**config.mk**
```make
export PLATFORM = sky130hd
export DESIGN_NAME = kli_blend
export DESIGN_NICKNAME = d
export VERILOG_FILES = /design/src/rtl/core/kli_blend.sv
export SDC_FILE = /design/constraint.sdc
export NUM_CORES = 2
export LEC_CHECK = 0
export CAP_MARGIN = 20
export CORE_MARGIN = 2
export CORE_UTILIZATION = 40
export DETAILED_ROUTE_END_ITERATION = 8
export DONT_BUFFER_PORTS = 1
export MAX_ROUTING_LAYER = met4
export PLACE_DENSITY = 0.56
export SLEW_MARGIN = 20
export SYNTH_ARGS = -nofsm -noshare
export SYNTH_HDL_FRONTEND = slang
export SYNTH_SLANG_ARGS = --single-unit
```
**constraint.sdc**
```tcl
create_clock -name clock -period 17 [get_ports clock]
set_clock_uncertainty 0.1 [all_clocks]
set_input_delay 0.85 -clock clock [delete_from_list [all_inputs] [get_ports clock]]
set_output_delay 0.85 -clock clock [all_outputs]
set_load 0.1 [all_outputs]
```
**src/rtl/core/kli_blend.sv**
```systemverilog
// Per-axis blend: s + round_half_away(f * (e - s) / 2^24), registered multiply.
`default_nettype none
module kli_blend (
   input  wire logic               clock,
   input  wire logic signed [31:0] s,
   input  wire logic signed [31:0] e,
   input  wire logic [23:0]        f,
   output logic signed [31:0]      r
);
   logic signed [32:0] d;
   logic               neg;
   logic [32:0]        mag;
   logic [56:0]        prod_ff, prod_in;
   logic               neg_ff;
   logic signed [31:0] s_ff;
   logic [32:0]        rnd;
   logic [56:0]        sum;

   function automatic logic signed [32:0] s_ext(input logic signed [31:0] v);
      s_ext = {v[31], v};
   endfunction

   always_comb begin
      d       = 33'(s_ext(e)) - 33'(s_ext(s));
      neg     = d[32];
      mag     = neg ? 33'(-d) : 33'(d);
      prod_in = 57'(mag) * 57'(f);
   end

   // multiply stage
   always_ff @(posedge clock) begin
      prod_ff <= prod_in;
      neg_ff  <= neg;
      s_ff    <= s;
   end

   // round half away from zero, apply sign
   always_comb begin
      sum = prod_ff + 57'(1 << 23);
      rnd = sum[56:24];
      r   = neg_ff ? 32'(s_ff - 32'(rnd)) : 32'(s_ff + 32'(rnd));
   end
endmodule
`default_nettype wire

```
# Word level (Yosys, flattened, before mapping)
# Cells that the tools add are included.
[classes]
addsub = 5
mul = 1
muxes = 2
[op_table]
columns = ["operator", "n"]
rows = [
  ["adder 56 x 24 -> 56 bit, second input constant", 1],
  ["multiplier 33 x 24 -> 56 bit", 1],
  ["two-way mux 33 bit", 1],
  ["negator 33 bit", 1],
  ["subtractor 32 x 32 -> 33 bit", 1],
  ["adder 32 bit", 1],
  ["two-way mux 32 bit", 1],
  ["subtractor 32 bit", 1],
]
[word_totals]
inputBits = 89
register_bits = 89

# Longest topological paths before layout
[logic_depth]
word_depth = 4
mapped_depth = 43
ltp_nobuf = 40

# Worst setup path after synthesis
# Ideal clock, no wire load.
[synth_timing]
path_type = "input port to flip-flop"
start = "input e[0]"
end = "register prod_ff[55]"
required_time_ns = 16.770
slack_ns = 5.866
stages = 38
arrival_time_ns = 10.905
cell_sequence = "inv_1 ha_1 fa_1 nand2b_1 a21oi_2 o21ai_2 o311ai_4 nand2_2 or4_1 a31o_1 or4b_4 o41ai_4 xnor2_1 clkbuf_1 nand2_1 fa_1 fa_1 fa_1 [2 not listed] fa_1 fa_1 inv_1 fa_1 inv_1 ha_1 clkbuf_1 a21o_1 a21o_1 a21o_1 or4_1 a21oi_1 a21oi_1 a221o_1 a311oi_1 nor3_1 a21oi_1 xnor3_1"
[synth_between]
elab_chain_cells = 4
[synth_lines]
columns = ["item", "line", "source"]
rows = [
  ["start, declared", "6", "input wire logic signed [31:0] e,"],
  ["subtractor 32 x 32 -> 33 bit (*)", "24", "d = 33'(s_ext(e)) - 33'(s_ext(s));"],
  ["negator 33 bit", "26", "mag = neg ? 33'(-d) : 33'(d);"],
  ["two-way mux 33 bit (*)", "26", ""],
  ["multiplier 33 x 24 -> 56 bit (*)", "27", "prod_in = 57'(mag) * 57'(f);"],
  ["named net prod_in[55]", "13", "logic [56:0] prod_ff, prod_in;"],
  ["end signal, assigned", "32", "prod_ff <= prod_in;"],
  ["end, declared", "13", ""],
]
# The timed path passes the listed nets; every way through them passes the cells marked *.

# Worst setup path after layout
# Ends and elaborated chain as after synthesis.

==> flow_metrics.py <==
metrics = {
    "outcome": {
        "status": "finished, final reports clean",
    },
    "route": {
        "wl_per_cell_um": 19.0,
        "firstDrtPassIters": 5,
        "totalWireLength_mm": 88.0,
        "ant_nets": 0,
        "vias_per_cell": 5.06,
        "route.detailed.drc": 0,
        "drt_iter0_markers": 1192,
        "vias": 23500,
    },
    "synthesis": {
        "yosysTopAreaCell": "fa_1",
        "synth.distinct_cells": 79,
        "syn-instance-count": 3700,
        "synthArstFlopShare": 0,
        "syn_avg_cell_area_um2": 8.57,
        "yosysTopAreaCellShare": 0.429,
        "synth.area.top_cells": "fa_1 (43%), inv_1 (9.9%), ha_1 (9.5%)",
        "synth_edf_count": 0,
        "syn_area_um2": 31700,
        "yosys_register_bits": 66,
        "synth_fp_nets": 4709,
        "synth_ff_type": "dfxtp_1",
        "yosysWarnings": 0,
        "seq_area_frac_synth": 0.0417,
    },
    "placed_design": {
        "numPortBuffers": 0,
        "dp_hpwl_mm": 67.6,
        "gp_congestion": 0.875,
    },
    "floorplanning": {
        "fp.dieW_um": 286,
        "fp.dieH_um": 286,
        "dieArea_um2": 81500,
        "start_util": 0.403,
        "coreArea_um2": 78700,
        "pin_count": 121,
        "row_count": 103,
    },
    "timing": {
        "maxSlewViolCount": 0,
        "relSlewSlack": 0.216,
        "finalSetupViolations": 0,
        "hold_viol_final": 0,
        "min_period_ns": 11.68,
        "tightest_slew_ns": 1.17,
        "tns_ns": 0,
        "fin_crit_sh": 0.687,
        "fmax_mhz": 85.6,
        "rsz0062_at_grt": "no",
    },
    "worst_setup_path": {
        "worstSetupEndpointType": "flip-flop",
        "cp_num_buf_inv": 5,
        "crit_arrival_ns": 11.82,
        "cp.required_ns": 17.14,
        "path_max_fanout": 24,
        "slowest_stage": "or4b_4",
        "cpPeakStageDelay_ns": 0.57,
        "path_delay_family": "adder cells",
        "cp_common_cell": "fa_1",
        "path_class": "in -> reg",
        "worstSetupStartpointType": "input port",
    },
    "grt": {
        "grt_pass1_wl_mm": 144,
        "grt_use_total": 0.232,
        "overflow": 0,
        "grt_pass1_vias": 25400,
        "grt_max_degree": 36,
        "antenna_found_initial": 5,
    },
    "worst_hold_path": {
        "min_to": "s_ff[4]",
        "hp-class": "in -> reg",
        "worstHoldPathCells": 0,
        "min_from": "s[4]",
    },
    "clock_network": {
        "postCtsSetupBuffers": 0,
        "cts.root.buffer_cell": "clkbuf_16",
        "cts-buffers-inserted": 9,
        "clk_path_buf_depth": 2,
        "cts_resized": 0,
        "h-tree-depth": 3,
        "clkTransAtPathRegs_ns": 0.06,
        "numClockSinks": 66,
        "ctsHoldBuffers": 0,
        "cts_tree": "done",
    },
    "final_layout": {
        "layout-drive-gt1-share": 0.0382,
        "area_growth_pct": 6.20,
        "finish.net_count": 4590,
    },
    "flow_run": {
        "maxCapViolCount": 0,
    },
}
[flip-flops by register name, indices dropped and copies added (netlist names)]
| signal | flops |
|---|---|
| prod_ff | 33 |
| neg_ff | 1 |
| s_ff | 32 |
[cell families after synthesis]
kind of cell	count (synthesis)	share of synthesized area
and+or+nand+nor	1155	0.187
buffers and inverters	1017	0.121
adders and majority gates	920	0.524
AOI/OAI and AO/OA	354	0.0731
xor gates and xnor gates	181	0.0509
DFF	66	0.0417
muxes	7	0.00225
[synth_stat cells, types with 4 or more instances]
| library cell | count |
|---|---|
| and2_1 | 381 |
| fa_1 | 680 |
| nand2_1 | 445 |
| and3_1 | 28 |
| o31ai_1 | 6 |
| dfxtp_1 | 66 |
| o21bai_1 | 8 |
| a211oi_1 | 7 |
| nand2b_1 | 36 |
| xor2_1 | 80 |
| ha_1 | 240 |
| clkbuf_1 | 164 |
| mux2i_1 | 6 |
| o21ai_0 | 53 |
| buf_2 | 9 |
| nor2_1 | 83 |
| nor4_1 | 4 |
| a21boi_0 | 5 |
| nand4_1 | 27 |
| xnor2_1 | 98 |
| o211ai_1 | 5 |
| or3_1 | 8 |
| a31oi_1 | 16 |
| nor2b_1 | 46 |
| o21a_1 | 16 |
| inv_1 | 840 |
| or4_1 | 6 |
| a21oi_1 | 116 |
| a21o_1 | 67 |
| nand3_1 | 37 |
| a221oi_1 | 6 |
| o31a_1 | 7 |
| nor3_1 | 20 |
| and4_1 | 7 |
| nor3b_1 | 7 |
[routing by layer]
| metal | GRT usage | vias to the layer above | routed length, um |
|---|---|---|---|
| li1 | - | 10800 | - |
| met1 | 0.297 | 12000 | 37900 |
| met2 | 0.395 | 523 | 44200 |
| met3 | 0.0247 | 124 | 3770 |
| met4 | 0.0533 | 0 | 2110 |
| met5 | - | - | 0 |
[through the flow]
stage	hold WS, ns	instance area [um^2]	setup WS [ns]	utilization	instances
global placement	0.778	33300	5.09	0.422	4618
detailed placement	0.778	33400	4.97	0.424	4620
finish	0.419	33700	5.32	0.428	4635
global route	0.400	33700	4.74	0.428	4634
floorplan	0.778	31700	5.87	-	3700
CTS	0.401	33700	5.34	0.428	4634
[worst max-delay path by stage]
stage / from / endpoint / slack, ns / cells after the start
after floorplan: e[0] / prod_ff[55] / 5.87 / 38
final: e[0] / prod_ff[55] / 5.32 / 37
after global placement: e[0] / prod_ff[55] / 5.09 / 37
after CTS: e[0] / prod_ff[55] / 5.34 / 37
after detailed placement: e[0] / prod_ff[55] / 4.97 / 37
after global routing: e[0] / prod_ff[55] / 4.74 / 37
[final cells by class]
type | instances | area (um^2)
inverter | 840 | 3150
clock inverter | 4 | 45.0
tap | 1050 | 1310
multi-input combinational | 2617 | 27200
clock buffer | 10 | 229
antenna | 1 | 2.50
timing repair buffer | 47 | 393
sequential | 66 | 1320
fill | 7978 | 45100
[layout by cell type, fill, tap and decap left out, types with 8 or more instances in the layout]
cell / count
inv_1: 840
fa_1: 680
nand2_1: 445
and2_1: 381
ha_1: 240
a21oi_1: 116
nor2_1: 82
a21o_1: 67
dfxtp_1: 66
xnor2_1: 64
xor2_1: 58
o21ai_0: 52
nor2b_1: 46
buf_4: 45
nand3_1: 37
nand2b_1: 36
and3_1: 28
nand4_1: 27
xnor2_2: 26
nor3_1: 20
o21a_1: 16
a31oi_1: 16
xor2_4: 11
xor2_2: 11
xnor2_4: 10
clkbuf_16: 9
or3_1: 8
o21bai_1: 8
Power is not shown: default switching activity piles up to over one toggle a cycle in this logic, so the estimate is an artifact.
