### config.mk
export PLATFORM = sky130hd
export DESIGN_NAME = kli_divider
export DESIGN_NICKNAME = d
export VERILOG_FILES = /design/src/rtl/core/kli_divider.sv
export SDC_FILE = /design/constraint.sdc
export NUM_CORES = 1
export LEC_CHECK = 0
export ABC_AREA = 1
export BUFFER_PORTS_ARGS = -buffer_cell sky130_fd_sc_hd__buf_4
export CAP_MARGIN = 20
export CORE_AREA = 2 2 173 90
export CTS_BUF_LIST = sky130_fd_sc_hd__clkbuf_4 sky130_fd_sc_hd__clkbuf_8
export CTS_CLUSTER_SIZE = 16
export DETAILED_ROUTE_END_ITERATION = 16
export DIE_AREA = 0 0 175 92
export GPL_ROUTABILITY_DRIVEN = 0
export PLACE_DENSITY = 0.75
export SYNTH_ARGS = -nofsm -noshare
export SYNTH_HDL_FRONTEND = slang
export SYNTH_SLANG_ARGS = --single-unit
### constraint.sdc
create_clock -name clock -period 2.23 [get_ports clock]
set_input_delay 0.223 -clock clock [delete_from_list [all_inputs] [get_ports clock]]
set_output_delay 0.223 -clock clock [all_outputs]
set_load 0.02 [all_outputs]
### src/rtl/core/kli_divider.sv
// Restoring divider: quotient = floor(num * 2^24 / den), one bit a cycle.
`default_nettype none
module kli_divider (
   input  wire logic        clock,
   input  wire logic        reset,
   input  wire logic        go,
   input  wire logic [32:0] num,
   input  wire logic [32:0] den,
   output logic             done,
   output logic [23:0]      quot
);
   logic [33:0] rem_ff, rem_in;
   logic [56:0] sh_ff, sh_in;       // dividend bits shifted in from the top
   logic [23:0] q_ff, q_in;
   logic [32:0] den_ff, den_in;
   logic [5:0]  cnt_ff, cnt_in;
   logic        run_ff, run_in;
   logic        done_ff, done_in;
   logic [33:0] trial;

   // one quotient bit per cycle
   always_comb begin
      rem_in  = rem_ff;
      sh_in   = sh_ff;
      q_in    = q_ff;
      den_in  = den_ff;
      cnt_in  = cnt_ff;
      run_in  = run_ff;
      done_in = 1'b0;
      trial   = {rem_ff[32:0], sh_ff[56]} - {1'b0, den_ff};
      if (go) begin
         rem_in = '0;
         sh_in  = {num, 24'd0};
         den_in = den;
         cnt_in = 6'd57;
         run_in = 1'b1;
      end else if (run_ff) begin
         sh_in = {sh_ff[55:0], 1'b0};
         if (!trial[33]) begin
            rem_in = trial;
            q_in   = {q_ff[22:0], 1'b1};
         end else begin
            rem_in = {rem_ff[32:0], sh_ff[56]};
            q_in   = {q_ff[22:0], 1'b0};
         end
         cnt_in = cnt_ff - 6'd1;
         if (cnt_ff == 6'd1) begin
            run_in  = 1'b0;
            done_in = 1'b1;
         end
      end
   end

   always_ff @(posedge clock) begin
      rem_ff <= rem_in;
      sh_ff  <= sh_in;
      q_ff   <= q_in;
      den_ff <= den_in;
      if (reset) begin
         cnt_ff  <= '0;
         run_ff  <= 1'b0;
         done_ff <= 1'b0;
      end else begin
         cnt_ff  <= cnt_in;
         run_ff  <= run_in;
         done_ff <= done_in;
      end
   end

   assign done = done_ff;
   assign quot = q_ff;
endmodule
`default_nettype wire

After elaboration in Yosys (flattened, before gate mapping). Index checks and enable logic that the tools add are counted. Widths: inputs -> output; s select.

Register bits after elaboration: 131. Input port bits: 69. Output and inout port bits: 25. Logic and storage cells: 27.

$add $sub $neg: 2. Equality and inequality tests: 1. Multiplexer cells: 10. Bitwise operators: 2. Reductions and logical operators: 4.

Operators with widths (number): $mux 57 (2); $sub 34x33->34 (1); $mux 33 (1); $mux 6 (2); $eq 6x1->1 const B (1); $sub 6x1->6 const B (1); $mux 1 (5); $reduce_or 3->1 (1); $not 1->1 (2); $reduce_and 2->1 (1); $reduce_bool 2->1 (1); $reduce_or 2->1 (1).

Longest topological paths before layout. Gate-level depths: netlist of run 1.

Word-level depth: 4. Depth in mapped cells: 18. Depth with buffers taken out: 18.

Worst setup path before layout of run 1. OpenSTA, ideal clock, no wires.

Kind: register to register. From: reg sh_ff[56]. To: reg rem_ff[24]. Library setup time: 115 ps. Arrival time: 1896 ps. Data required time: 2115 ps. Path slack: 219 ps. Cell stages (with the launch flop): 18. Path buffers: 0. Period minus slack after synthesis: 2011 ps. Path through: edfxtp_1 -> inv_1 -> ha_1 -> fa_1 -> inv_1 -> nand3_1 -> nand2_1 -> nand2_1 -> nand2_1 -> nand2_1 -> nand2_1 -> nand3_1 -> nand2_1 -> nand2_1 -> nand2_1 -> nand2_1 -> nand3_1 -> nand2_1.

Word-level cells in the longest chain between the ends: 2.

Ends and longest elaborated chain: start, declared (RTL line 13) `logic [56:0] sh_ff, sh_in;`; start signal, assigned (RTL line 56) `sh_ff <= sh_in;`; $sub 34x33->34 (RTL line 30) `trial = {rem_ff[32:0], sh_ff[56]} - {1'b0, den_ff};`; $mux 33 (RTL line 39) `if (!trial[33]) begin`; end signal, assigned (RTL line 55) `rem_ff <= rem_in;`; end, declared (RTL line 12) `logic [33:0] rem_ff, rem_in;`.

Every way passes these cells. A chain may end at the register's enable or synchronous reset.

Worst setup path after layout of run 1.
From: reg den_ff[21]. To: reg rem_ff[30].

Word-level cells in the longest chain between the ends: 2.

Ends and longest elaborated chain: start, declared (RTL line 15) `logic [32:0] den_ff, den_in;`; start signal, assigned (RTL line 58) `den_ff <= den_in;`; $sub 34x33->34 (RTL line 30); $mux 33 (RTL line 39).

Every way passes these cells.

==> flow_summary.html, run 1 <==
<table>
<tr><th>Metric</th><th>Value</th></tr>
<tr><th colspan="2">Run status</th></tr>
<tr><td>Result of the run</td><td>finished with violations</td></tr>
<tr><td>Violated checks</td><td>setup timing</td></tr>
<tr><th colspan="2">Synth</th></tr>
<tr><td>Most repeated cell in the gate-level netlist after synthesis</td><td>nand2_1</td></tr>
<tr><td>Mean instance size in the synthesized netlist</td><td>7.296 um^2</td></tr>
<tr><td>Synthesis Warnings</td><td>0</td></tr>
<tr><td>Top cell type by total area after synthesis</td><td>edfxtp_1</td></tr>
<tr><td>Sequential share of the synthesized area</td><td>between 40% and 50%</td></tr>
<tr><td>Cells taking the most area after synthesis</td><td>edfxtp_1 34%, nand2_1 21%, dfxtp_1 10%</td></tr>
<tr><td>Post-Synthesis Net Count</td><td>about 1200</td></tr>
<tr><td>Ys flop type</td><td>edfxtp_1</td></tr>
<tr><td>Number of synthesized flops with an enable pin</td><td>90</td></tr>
<tr><td>Area share of the largest cell type after synthesis</td><td>roughly a third</td></tr>
<tr><td>FFs w/ async S/R, synth</td><td>0%</td></tr>
<tr><td>Synth unique cells</td><td>37</td></tr>
<tr><td>Top cell types by occurrence after synthesis</td><td>441 x nand2_1, 210 x inv_1, 92 x nand3_1</td></tr>
<tr><td>Post-Syn Area</td><td>7924 um^2</td></tr>
<tr><td>Flip-flop and latch count after synthesis</td><td>131</td></tr>
<tr><td>Instance count of the mapped netlist</td><td>1086</td></tr>
<tr><th colspan="2">Global routing</th></tr>
<tr><td>Total global routing overflow</td><td>0</td></tr>
<tr><td>Number of global-route vias before repair</td><td>6888</td></tr>
<tr><td>Wire length of the first global-routing pass</td><td>35110 um</td></tr>
<tr><td>Pin count of the biggest net entering global routing</td><td>59</td></tr>
<tr><td>Number of antenna violations at the first check in global routing</td><td>0</td></tr>
<tr><td>Global router's overall resource usage</td><td>between 20% and 30%</td></tr>
<tr><th colspan="2">Routing</th></tr>
<tr><td>Iteration-0 DRC count of the detailed router</td><td>845</td></tr>
<tr><td>Detailed-route wire length per cell</td><td>15.39 um</td></tr>
<tr><td>Total via count after detailed routing</td><td>7683</td></tr>
<tr><td>Via density per instance</td><td>5.122</td></tr>
<tr><td>Total routed wirelength</td><td>between 20000 and 25000 um</td></tr>
<tr><td>Detail Route Antenna Nets</td><td>0</td></tr>
<tr><td>Number of detailed-routing iterations run before antenna repair</td><td>5</td></tr>
<tr><td>Remaining design rule violation count</td><td>0</td></tr>
<tr><th colspan="2">Pwr</th></tr>
<tr><td>Maximum vdd ir drop</td><td>0.0004749 V</td></tr>
<tr><td>Power per standard cell area</td><td>~540 nW/um^2</td></tr>
<tr><td>Overall power</td><td>5746 uW</td></tr>
<tr><td>Leakage power total</td><td>0.005433 uW</td></tr>
<tr><th colspan="2">CTS</th></tr>
<tr><td>Clock latency reported for the late side of the worst-skew pair</td><td>0.45 ns</td></tr>
<tr><td>CTS Buffer Depth</td><td>2</td></tr>
<tr><td>Clock root buffer</td><td>clkbuf_8</td></tr>
<tr><td>Clock sinks</td><td>131</td></tr>
<tr><td>TritonCTS buffer count</td><td>17</td></tr>
<tr><td>H-tree levels</td><td>4</td></tr>
<tr><td>TritonCTS clock tree</td><td>built</td></tr>
<tr><td>Clock transition at the register clock pins on the worst setup and hold paths after CTS</td><td>0.08 ns</td></tr>
<tr><th colspan="2">Die</th></tr>
<tr><td>Horizontal die dimension</td><td>175 um</td></tr>
<tr><td>Initial Util</td><td>53.34%</td></tr>
<tr><td>Total core area</td><td>14850 um^2</td></tr>
<tr><td>I/O pin cnt</td><td>94</td></tr>
<tr><td>Die area</td><td>16100 um^2</td></tr>
<tr><td>Die height</td><td>92 um</td></tr>
<tr><td>Row count</td><td>32</td></tr>
<tr><th colspan="2">Timing</th></tr>
<tr><td>Maximum clock skew at final layout</td><td>0.01495 ns</td></tr>
<tr><td>Final worst path period share</td><td>100.2%</td></tr>
<tr><td>Finish-stage setup viols</td><td>1</td></tr>
<tr><td>Worst Hold Margin</td><td>0.03181 ns</td></tr>
<tr><td>Number of max-slew violations in the final report</td><td>0</td></tr>
<tr><td>Smallest setup slack after layout</td><td>-0.004590 ns</td></tr>
<tr><td>Count of endpoints failing hold in the final timing report</td><td>0</td></tr>
<tr><td>F_max</td><td>between 400 and 500 MHz</td></tr>
<tr><td>Unrepaired setup endpoints after global routing</td><td>true</td></tr>
<tr><td>Final min period</td><td>approximately 2.2 ns</td></tr>
<tr><td>Max-slew headroom</td><td>68.96%</td></tr>
<tr><td>Setup tns final</td><td>-0.004590 ns</td></tr>
<tr><td>Transition at the pin with the smallest max-transition slack</td><td>between 0.4 and 0.5 ns</td></tr>
<tr><th colspan="2">Placed design</th></tr>
<tr><td>Sum of net half-perimeters after detailed placement</td><td>16310 um</td></tr>
<tr><td>Placed Instances</td><td>1422</td></tr>
<tr><td>Number of buffers inserted by port buffering</td><td>93</td></tr>
<tr><td>Post-DP Area</td><td>9278 um^2</td></tr>
<tr><th colspan="2">Cells and area</th></tr>
<tr><td>Post-layout net count</td><td>1388</td></tr>
<tr><td>Diode count</td><td>0</td></tr>
<tr><td>Number of cells in the finished layout apart from fillers</td><td>1500</td></tr>
<tr><td>Fraction of layout instances using a drive strength above 1</td><td>26.23%</td></tr>
<tr><td>Signed area change from the synthesized netlist to the final layout</td><td>35.42%</td></tr>
<tr><td>Post-route design area</td><td>10730 um^2</td></tr>
<tr><th colspan="2">Critical path</th></tr>
<tr><td>Arr. time, crit path</td><td>2.58 ns</td></tr>
<tr><td>Critical path class</td><td>flip-flop to flip-flop</td></tr>
<tr><td>Required time worst endpoint</td><td>2.58 ns</td></tr>
<tr><td>CP max FO</td><td>11</td></tr>
<tr><td>Startpoint type of the worst setup path</td><td>flip-flop</td></tr>
<tr><td>Critical path endpoint category</td><td>flip-flop</td></tr>
<tr><th colspan="2">Flow run</th></tr>
<tr><td>Number of max-capacitance violations reported</td><td>0</td></tr>
<tr><th colspan="2">Hold path</th></tr>
<tr><td>HP Class</td><td>input port to flip-flop</td></tr>
</table>
-- state kept, by name, summed over array words and instances, names as in the netlist --
| signal | cells |
|---|---|
| den_ff | 33 |
| rem_ff | 33 |
| sh_ff | 33 |
| quot | 24 |
| cnt_ff | 6 |
| done | 1 |
| run_ff | 1 |
-- area by class of cell --
cell class / count / area (um^2)
Clock buffer: 20 / 262.8
Clock inverter: 12 / 131.4
Fill cell: 1129 / 4124
Inverter: 213 / 799.5
Multi-Input combinational cell: 719 / 4094
Sequential cell: 131 / 3525
Tap cell: 204 / 255.2
Timing Repair Buffer: 201 / 1663
-- cell families (layout without fill, tap and decap cells) --
kind of cell | Yosys count | in the layout | synth area share, %
simple gates | 628 | 628 | 33.35
buf+inv | 236 | 446 | 11.67
xor+xnor | 17 | 17 | 1.879
flops | 131 | 131 | 44.47
fa+ha+maj | 36 | 36 | 5.779
compound gates | 38 | 38 | 2.858
-- routing by layer --
metal	track usage, %	routed length [um]
met5	2.244	46
met4	4.444	125
met3	10.41	3096
met2	36.56	9042
met1	44.58	10780
-- critical path, stage by stage (launching register included) --
cell      delay, ns
edfxtp_1       0.32
inv_1          0.06
ha_1           0.35
nand2_1        0.15
nor2_2         0.19
nand2_1        0.14
nor2_4         0.16
nand2_8        0.09
nand2_4        0.12
nand2_8        0.08
nand2_4        0.11
buf_12         0.15
nand2_1        0.05
nand3_1        0.09
nand2_1        0.06
-- cell usage in the layout (no fill, tap or decap), drive strengths merged --
cell type and count:
buf 167, nor3 7, or2 1, bufinv 2
clkinvlp 3, nand3 97, inv 214, nand3b 6
fa 1, o21a 1, o31ai 1, clkinv 6
edfxtp 90, nand2 452, nand4 10, o21bai 5
a21oi 23, dfxtp 41, a31oi 3, nor4 2
o21ai 2, clkbuf 20, a211oi 2, dlygate4sd3 34
a21o 1, and3 1, ha 35, nor2 50
xor2 5, xnor2 12, and2 2
-- worst paths after layout --
path                      to  cells past startpoint  startpoint  slack (ns)
setup reg to reg  rem_ff[30]                     14  den_ff[21]      -0.005
hold / removal     sh_ff[24]                      3      num[0]        0.03
setup / recovery  rem_ff[30]                     14  den_ff[21]      -0.005
hold reg to reg     quot[22]                      0    quot[21]        0.45
-- report_power, final --
group / internal, uW / switching, uW
sequential: 2760 / 50.4
clock: 1050 / 992
combinational: 396 / 503
total: 4200 / 1550
-- stage by stage --
| step | utilization, % | setup slack, ns |
|---|---|---|
| after floorplan | - | 0.2187 |
| after global placement | 62.46 | -0.1371 |
| after detailed placement | 62.46 | -0.1556 |
| after CTS | 67.76 | -0.004284 |
| after global routing | 72.24 | -0.09971 |
| final | 72.24 | -0.004590 |
-- what timing repair did --
action / 4_1_cts / 5_1_grt
endpoints found under the hold margin: 39 / 0
endpoints found under the setup margin: 20 / 34
gates cloned: 0 / 1
buffers inserted: 2 / 9
gates resized for setup: 12 / 136
pin swaps: 2 / 31
hold buffers: 34 / 0
Power figures use the tool's default switching activity.
==> inputs of run 2 (changes only) <==
- CORE_AREA: 2 2 173 90 -> 2 2 193 100
- DIE_AREA: 0 0 175 92 -> 0 0 195 102
- PLACE_DENSITY: 0.75 -> unset
- RECOVER_POWER: unset -> 100
==> flow_summary.html, run 2 (synthesized netlist as in run 1, its figures left out) <==
<table>
<tr><th>Metric</th><th>Value</th></tr>
<tr><th colspan="2">Placed design</th></tr>
<tr><td>Sum of net half-perimeters after detailed placement</td><td>14800 um</td></tr>
<tr><td>Number of buffers inserted by port buffering</td><td>93</td></tr>
<tr><td>Post-DP Area</td><td>between 9000 and 10000 um^2</td></tr>
<tr><td>Post-place setup slack</td><td>-0.06154 ns</td></tr>
<tr><th colspan="2">Global routing</th></tr>
<tr><td>Global router's overall resource usage</td><td>21.04%</td></tr>
<tr><td>Wire length of the first global-routing pass</td><td>32840 um</td></tr>
<tr><td>Pin count of the biggest net entering global routing</td><td>58</td></tr>
<tr><td>Number of global-route vias before repair</td><td>slightly below 7000</td></tr>
<tr><td>Number of antenna violations at the first check in global routing</td><td>0</td></tr>
<tr><td>Total global routing overflow</td><td>0</td></tr>
<tr><th colspan="2">Timing</th></tr>
<tr><td>Number of max-slew violations in the final report</td><td>0</td></tr>
<tr><td>Transition at the pin with the smallest max-transition slack</td><td>1.431 ns</td></tr>
<tr><td>Final worst path period share</td><td>a little over nine tenths</td></tr>
<tr><td>Maximum clock skew at final layout</td><td>roughly 0.014 ns</td></tr>
<tr><td>Count of endpoints failing hold in the final timing report</td><td>0</td></tr>
<tr><td>F_max</td><td>460.1 MHz</td></tr>
<tr><td>Smallest setup slack after layout</td><td>around 0.056 ns</td></tr>
<tr><td>Setup tns final</td><td>0 ns</td></tr>
<tr><td>Final min period</td><td>2.174 ns</td></tr>
<tr><td>Finish-stage setup viols</td><td>0</td></tr>
<tr><td>Max-slew headroom</td><td>4.601%</td></tr>
<tr><td>Unrepaired setup endpoints after global routing</td><td>true</td></tr>
<tr><th colspan="2">Pwr</th></tr>
<tr><td>Sw frac</td><td>26.78%</td></tr>
<tr><td>Share of total power in the clock network</td><td>between 30% and 40%</td></tr>
<tr><td>Leakage power total</td><td>0.005290 uW</td></tr>
<tr><td>Maximum vdd ir drop</td><td>0.0003732 V</td></tr>
<tr><td>Cell internal power dissipation</td><td>between 4000 and 5000 uW</td></tr>
<tr><td>Power per standard cell area</td><td>523.0 nW/um^2</td></tr>
<tr><td>Sequential fraction of design power</td><td>49.8%</td></tr>
<tr><td>Combinational Power Share</td><td>between 10% and 20%</td></tr>
<tr><td>Switching power</td><td>1508 uW</td></tr>
<tr><th colspan="2">Routing</th></tr>
<tr><td>Iteration-0 DRC count of the detailed router</td><td>494</td></tr>
<tr><td>Number of detailed-routing iterations run before antenna repair</td><td>5</td></tr>
<tr><td>Remaining design rule violation count</td><td>0</td></tr>
<tr><td>Total routed wirelength</td><td>21070 um</td></tr>
<tr><td>Via density per instance</td><td>approximately 4.8</td></tr>
<tr><td>Detailed-route wire length per cell</td><td>13.71 um</td></tr>
<tr><td>Detail Route Antenna Nets</td><td>0</td></tr>
<tr><td>Total via count after detailed routing</td><td>between 7000 and 8000</td></tr>
<tr><th colspan="2">CTS</th></tr>
<tr><td>Clock root buffer</td><td>clkbuf_8</td></tr>
<tr><td>Clock sinks</td><td>131</td></tr>
<tr><td>TritonCTS clock tree</td><td>built</td></tr>
<tr><td>H-tree levels</td><td>4</td></tr>
<tr><td>Clock latency reported for the late side of the worst-skew pair</td><td>0.47 ns</td></tr>
<tr><td>TritonCTS buffer count</td><td>17</td></tr>
<tr><td>Clock transition at the register clock pins on the worst setup and hold paths after CTS</td><td>about 0.07 ns</td></tr>
<tr><td>CTS Buffer Depth</td><td>2</td></tr>
<tr><th colspan="2">Cells and area</th></tr>
<tr><td>Leading cell types in the layout, fill and taps excluded</td><td>404 x nand2_1, 198 x inv_1, 90 x edfxtp_1</td></tr>
<tr><td>Fraction of layout instances using a drive strength above 1</td><td>21.20%</td></tr>
<tr><td>Diode count</td><td>0</td></tr>
<tr><td>Post-layout net count</td><td>approximately 1400</td></tr>
<tr><td>Post-route design area</td><td>10770 um^2</td></tr>
<tr><td>Leading registers by flop count</td><td>den_ff: 33 flops, rem_ff: 33 flops, sh_ff: 33 flops</td></tr>
<tr><td>Most frequent standard cell in the layout excluding fill and tap cells</td><td>nand2_1</td></tr>
<tr><td>Signed area change from the synthesized netlist to the final layout</td><td>35.89%</td></tr>
<tr><th colspan="2">Flow run</th></tr>
<tr><td>Number of max-capacitance violations reported</td><td>0</td></tr>
<tr><th colspan="2">Hold path</th></tr>
<tr><td>Critical hold path startpoint</td><td>num[25]</td></tr>
<tr><td>HP Class</td><td>input port to flip-flop</td></tr>
<tr><th colspan="2">Die</th></tr>
<tr><td>Row count</td><td>35</td></tr>
<tr><td>Die height</td><td>102 um</td></tr>
<tr><td>Total core area</td><td>18130 um^2</td></tr>
<tr><td>Horizontal die dimension</td><td>195 um</td></tr>
<tr><td>Die area</td><td>19890 um^2</td></tr>
<tr><td>Initial Util</td><td>43.71%</td></tr>
<tr><td>I/O pin cnt</td><td>94</td></tr>
<tr><th colspan="2">Critical path</th></tr>
<tr><td>CP max FO</td><td>5</td></tr>
<tr><td>Critical path class</td><td>flip-flop to flip-flop</td></tr>
<tr><td>Worst Setup SP</td><td>den_ff[24]</td></tr>
<tr><td>Startpoint type of the worst setup path</td><td>flip-flop</td></tr>
<tr><td>Critical path endpoint category</td><td>flip-flop</td></tr>
<tr><td>Required time worst endpoint</td><td>roughly 2.5 ns</td></tr>
<tr><td>Arr. time, crit path</td><td>2.40 ns</td></tr>
<tr><td>Launch point of the worst reg-to-reg path</td><td>den_ff[24]</td></tr>
<tr><th colspan="2">Run status</th></tr>
<tr><td>Result of the run</td><td>finished clean</td></tr>
</table>
==> run 2: cell count changes in the layout (fill, tap and decap cells not counted), moves of 3 or more <==
cell | previous run | this run
buf_4 | 159 | 74
nand2_2 | 40 | 37
a21oi_2 | 9 | 5
nor2_2 | 15 | 8
dlygate4sd3_1 | 34 | 53
nor2_1 | 27 | 35
clkbuf_1 | 0 | 29
nand2_1 | 397 | 404
nand2_4 | 13 | 5
nand2_8 | 2 | 6
clkbuf_4 | 2 | 34
ha_4 | 20 | 23
==> run 2: final cells by class <==
class,instances,area (um^2)
Fill cell,1649,7362
Multi-Input combinational cell,719,4105
Sequential cell,131,3525
Timing Repair Buffer,202,1658
Inverter,213,799.5
Tap cell,240,300.3
Clock buffer,18,241.5
Clock inverter,14,138.9
==> run 2: worst max-delay path, stage by stage, from the launching register on <==
cell and delay, ns:
edfxtp_1 0.38, inv_1 0.10, ha_4 0.22, nand2_4 0.07, inv_2 0.05, nand2_2 0.06, nand3_2 0.11, a21oi_4 0.17
nor2_4 0.07, nor2_4 0.13, buf_6 0.14, nand2_8 0.08, nand2_8 0.09, nand2_8 0.09, clkbuf_16 0.17
==> run 2: metrics by stage <==
| stage | util, % | hold slack [ns] | power, uW | cells |
|---|---|---|---|---|
| final | 59.39 | 0.02669 | 5632 | 1537 |
| after global routing | 59.39 | 0.01470 | 5900 | 1537 |
| after CTS | 55.58 | 0.0004187 | 5607 | 1518 |
| after detailed placement | 50.46 | 0.4023 | 3516 | 1433 |
| after global placement | 50.46 | 0.4007 | 3505 | 1433 |
| after floorplan | - | 0.2921 | 3234 | 1086 |
==> run 2: per-layer routing <==
layer | up-vias | GRT usage, % | part of all wire, %
met5 | - | 0 | 0
met4 | 0 | 7.164 | 2.2
met1 | 3383 | 28.30 | 48
met2 | 191 | 34.01 | 44
li1 | 3762 | - | -
met3 | 37 | 4.719 | 5.4
==> run 2: path summary, 6_finish.rpt <==
check | to | slack, ns | depth (start not counted)
hold reg to reg | quot[22] | 0.45 | 0
setup / recovery | quot[0] | 0.06 | 14
hold / removal | sh_ff[49] | 0.03 | 3
setup reg to reg | quot[0] | 0.06 | 14
==> run 2: power groups by stage <==
stage / clock (uW) / sequential [uW] / combinational (uW)
global route: 2160 / 2820 / 919
finish: 2000 / 2810 / 828
CTS: 2060 / 2810 / 737
detailed placement: 0 / 2860 / 658
global placement: 0 / 2860 / 650
floorplan: 0 / 2860 / 370
==> run 2: repair_timing <==
action,4_1_cts,5_1_grt
hold buffers,53,0
resized for setup,6,132
cloned,0,2
pin swaps,0,22
setup endpoints to repair,13,34
endpoints found under the hold margin,58,0
buffers inserted,0,17
==> inputs of run 3 (changes only) <==
==> constraint.sdc (replaced) <==
create_clock -name clock -period 2 [get_ports clock]
set_input_delay 0.2 -clock clock [delete_from_list [all_inputs] [get_ports clock]]
set_output_delay 0.2 -clock clock [all_outputs]
set_load 0.1 [all_outputs]
==> flow_summary.html, run 3 (synthesized netlist as in run 1, its figures left out) <==
<table>
<tr><th>Metric</th><th>Value</th></tr>
<tr><th colspan="2">Critical path</th></tr>
<tr><td>Critical path endpoint category</td><td>flip-flop</td></tr>
<tr><td>Most frequent cell on the critical path</td><td>nand2_1</td></tr>
<tr><td>Critical path class</td><td>flip-flop to flip-flop</td></tr>
<tr><td>Worst Setup SP</td><td>den_ff[3]</td></tr>
<tr><td>CP max FO</td><td>4</td></tr>
<tr><td>Highest cell delay on the worst timing path</td><td>~0.38 ns</td></tr>
<tr><td>Launch point of the worst reg-to-reg path</td><td>den_ff[3]</td></tr>
<tr><td>Startpoint type of the worst setup path</td><td>flip-flop</td></tr>
<tr><td>Ordered cell list for the critical path</td><td>inv_2, ha_4, buf_4, nand2_1, nand2_1, inv_1, nand2_2, buf_4, buf_4, buf_4, nand3b_1, nand3_1, nand2_1, nand2_1, inv_1, nand3_2, nand3_1, nand2_1</td></tr>
<tr><td>Arr. time, crit path</td><td>between 2 and 2.5 ns</td></tr>
<tr><td>Required time worst endpoint</td><td>2.37 ns</td></tr>
<tr><td>Cell at the slowest stage of the critical path</td><td>edfxtp_1</td></tr>
<tr><th colspan="2">Flow run</th></tr>
<tr><td>Number of max-capacitance violations reported</td><td>1</td></tr>
<tr><th colspan="2">Cells and area</th></tr>
<tr><td>Most frequent standard cell in the layout excluding fill and tap cells</td><td>nand2_1</td></tr>
<tr><td>Fraction of layout instances using a drive strength above 1</td><td>31.50%</td></tr>
<tr><td>Leading registers by flop count</td><td>den_ff: 33 flops, rem_ff: 33 flops, sh_ff: 33 flops</td></tr>
<tr><td>Signed area change from the synthesized netlist to the final layout</td><td>48.24%</td></tr>
<tr><td>Post-layout net count</td><td>between 1000 and 1500</td></tr>
<tr><td>Diode count</td><td>0</td></tr>
<tr><td>Leading cell types in the layout, fill and taps excluded</td><td>395 x nand2_1, 201 x inv_1, 175 x buf_4</td></tr>
<tr><th colspan="2">Pwr</th></tr>
<tr><td>Overall power</td><td>6644 uW</td></tr>
<tr><td>Maximum vdd ir drop</td><td>0.0003863 V</td></tr>
<tr><td>Power per standard cell area</td><td>about 570 nW/um^2</td></tr>
<tr><td>Leakage power total</td><td>0.005936 uW</td></tr>
<tr><th colspan="2">Routing</th></tr>
<tr><td>Remaining design rule violation count</td><td>0</td></tr>
<tr><td>Number of detailed-routing iterations run before antenna repair</td><td>5</td></tr>
<tr><td>Iteration-0 DRC count of the detailed router</td><td>461</td></tr>
<tr><td>Via density per instance</td><td>4.740</td></tr>
<tr><td>Detail Route Antenna Nets</td><td>0</td></tr>
<tr><td>Total via count after detailed routing</td><td>between 7000 and 8000</td></tr>
<tr><td>Total routed wirelength</td><td>between 20000 and 25000 um</td></tr>
<tr><td>Detailed-route wire length per cell</td><td>roughly 14 um</td></tr>
<tr><th colspan="2">Timing</th></tr>
<tr><td>F_max</td><td>471.3 MHz</td></tr>
<tr><td>Finish-stage setup viols</td><td>32</td></tr>
<tr><td>Max-slew headroom</td><td>-2.334%</td></tr>
<tr><td>Worst Hold Margin</td><td>0.02428 ns</td></tr>
<tr><td>Unrepaired setup endpoints after global routing</td><td>true</td></tr>
<tr><td>Count of endpoints failing hold in the final timing report</td><td>0</td></tr>
<tr><td>Final min period</td><td>2.122 ns</td></tr>
<tr><td>Number of max-slew violations in the final report</td><td>39</td></tr>
<tr><td>Setup tns final</td><td>-1.798 ns</td></tr>
<tr><td>Maximum clock skew at final layout</td><td>0.01790 ns</td></tr>
<tr><td>Smallest setup slack after layout</td><td>-0.1216 ns</td></tr>
<tr><td>Transition at the pin with the smallest max-transition slack</td><td>1.535 ns</td></tr>
<tr><td>Final worst path period share</td><td>106.1%</td></tr>
<tr><th colspan="2">Placed design</th></tr>
<tr><td>Number of buffers inserted by port buffering</td><td>93</td></tr>
<tr><td>Sum of net half-perimeters after detailed placement</td><td>15290 um</td></tr>
<tr><th colspan="2">Global routing</th></tr>
<tr><td>Number of antenna violations at the first check in global routing</td><td>0</td></tr>
<tr><td>Total global routing overflow</td><td>0</td></tr>
<tr><td>Global router's overall resource usage</td><td>22.62%</td></tr>
<tr><td>Wire length of the first global-routing pass</td><td>~35000 um</td></tr>
<tr><td>Pin count of the biggest net entering global routing</td><td>40</td></tr>
<tr><td>Number of global-route vias before repair</td><td>about 7500</td></tr>
<tr><th colspan="2">CTS</th></tr>
<tr><td>TritonCTS clock tree</td><td>built</td></tr>
<tr><td>Clock sinks</td><td>131</td></tr>
<tr><td>Clock transition at the register clock pins on the worst setup and hold paths after CTS</td><td>0.09 ns</td></tr>
<tr><td>TritonCTS buffer count</td><td>17</td></tr>
<tr><td>Clock latency reported for the late side of the worst-skew pair</td><td>0.47 ns</td></tr>
<tr><td>Clock root buffer</td><td>clkbuf_8</td></tr>
<tr><td>H-tree levels</td><td>4</td></tr>
<tr><td>CTS Buffer Depth</td><td>2</td></tr>
<tr><th colspan="2">Die</th></tr>
<tr><td>Horizontal die dimension</td><td>between 150 and 200 um</td></tr>
<tr><td>Die area</td><td>19890 um^2</td></tr>
<tr><td>Initial Util</td><td>43.71%</td></tr>
<tr><td>I/O pin cnt</td><td>94</td></tr>
<tr><td>Total core area</td><td>about 18000 um^2</td></tr>
<tr><td>Row count</td><td>35</td></tr>
<tr><td>Die height</td><td>102 um</td></tr>
<tr><th colspan="2">Hold path</th></tr>
<tr><td>Critical hold path startpoint</td><td>num[16]</td></tr>
<tr><td>HP Class</td><td>input port to flip-flop</td></tr>
<tr><th colspan="2">Run status</th></tr>
<tr><td>Violated checks</td><td>capacitance limit, slew limit, setup timing</td></tr>
<tr><td>Result of the run</td><td>finished with violations</td></tr>
</table>
[run 3: cell count changes in the layout (fill, tap and decap cells not counted), moves of 5 or more]
cell	delta
nand3_1	-27
buf_4	+101
nand2_1	-9
clkbuf_2	+25
nor2_1	-6
clkbuf_1	-27
nand2_2	+8
dlygate4sd3_1	+10
nor2_2	+5
nand3_2	+27
nand2_4	+5
[run 3: stage by stage]
| stage | utilization, % | setup slack, ns | cells | cell area, um^2 |
|---|---|---|---|---|
| final | 64.79 | -0.1216 | 1643 | 11750 |
| after global routing | 64.79 | -0.2730 | 1643 | 11750 |
| after CTS | 62.48 | -0.08469 | 1628 | 11330 |
| after detailed placement | 53.96 | -0.1999 | 1524 | 9783 |
| after global placement | 53.96 | -0.1563 | 1524 | 9783 |
| after floorplan | - | 0.006452 | 1086 | 7926 |
[run 3: path summary, 6_finish.rpt]
path,cells past startpoint,to,slack (ns)
worst max-delay path,18,rem_ff[20],-0.12
worst min-delay path,3,sh_ff[40],0.02
worst max register to register,18,rem_ff[20],-0.12
worst min register to register,0,quot[8],0.45
[run 3: what timing repair did]
item,CTS,global route
pin swaps,19,45
setup endpoints to repair,34,34
hold buffers,63,0
hold endpoints to repair,68,0
resized for setup,84,87
buffers inserted,7,15
gates cloned,2,0
[run 3: power breakdown]
group	leakage [uW]	total, uW	internal (uW)	switching, uW
combinational	0.00452	1160	509	646
sequential	0.00122	3130	3070	57.1
clock	0.000201	2360	1140	1220
total	0.00594	6640	4730	1920
[run 3: critical path, delay by kind of cell (launching register included)]
family / cells / cell delay, ns
adder cells (fa/ha/maj): 1 / 0.20
buffers and inverters: 7 / 0.75
flip-flops: 1 / 0.38
AND/OR/NAND/NOR: 10 / 0.71
[run 3: final cells by class]
type	instances	area, um^2
fill	1599	6384
multi-input combinational	720	4272
sequential	131	3523
timing repair buffer	307	2445
inverter	213	799.5
tap	240	300.3
clock buffer	17	234.0
clock inverter	15	172.7
[run 3: layer usage]
layer  global-route usage, %  share of wire, %
met3                   5.149               5.2
met5                       0                 0
met2                   37.83                45
met4                   7.399               2.2
met1                   29.51                48
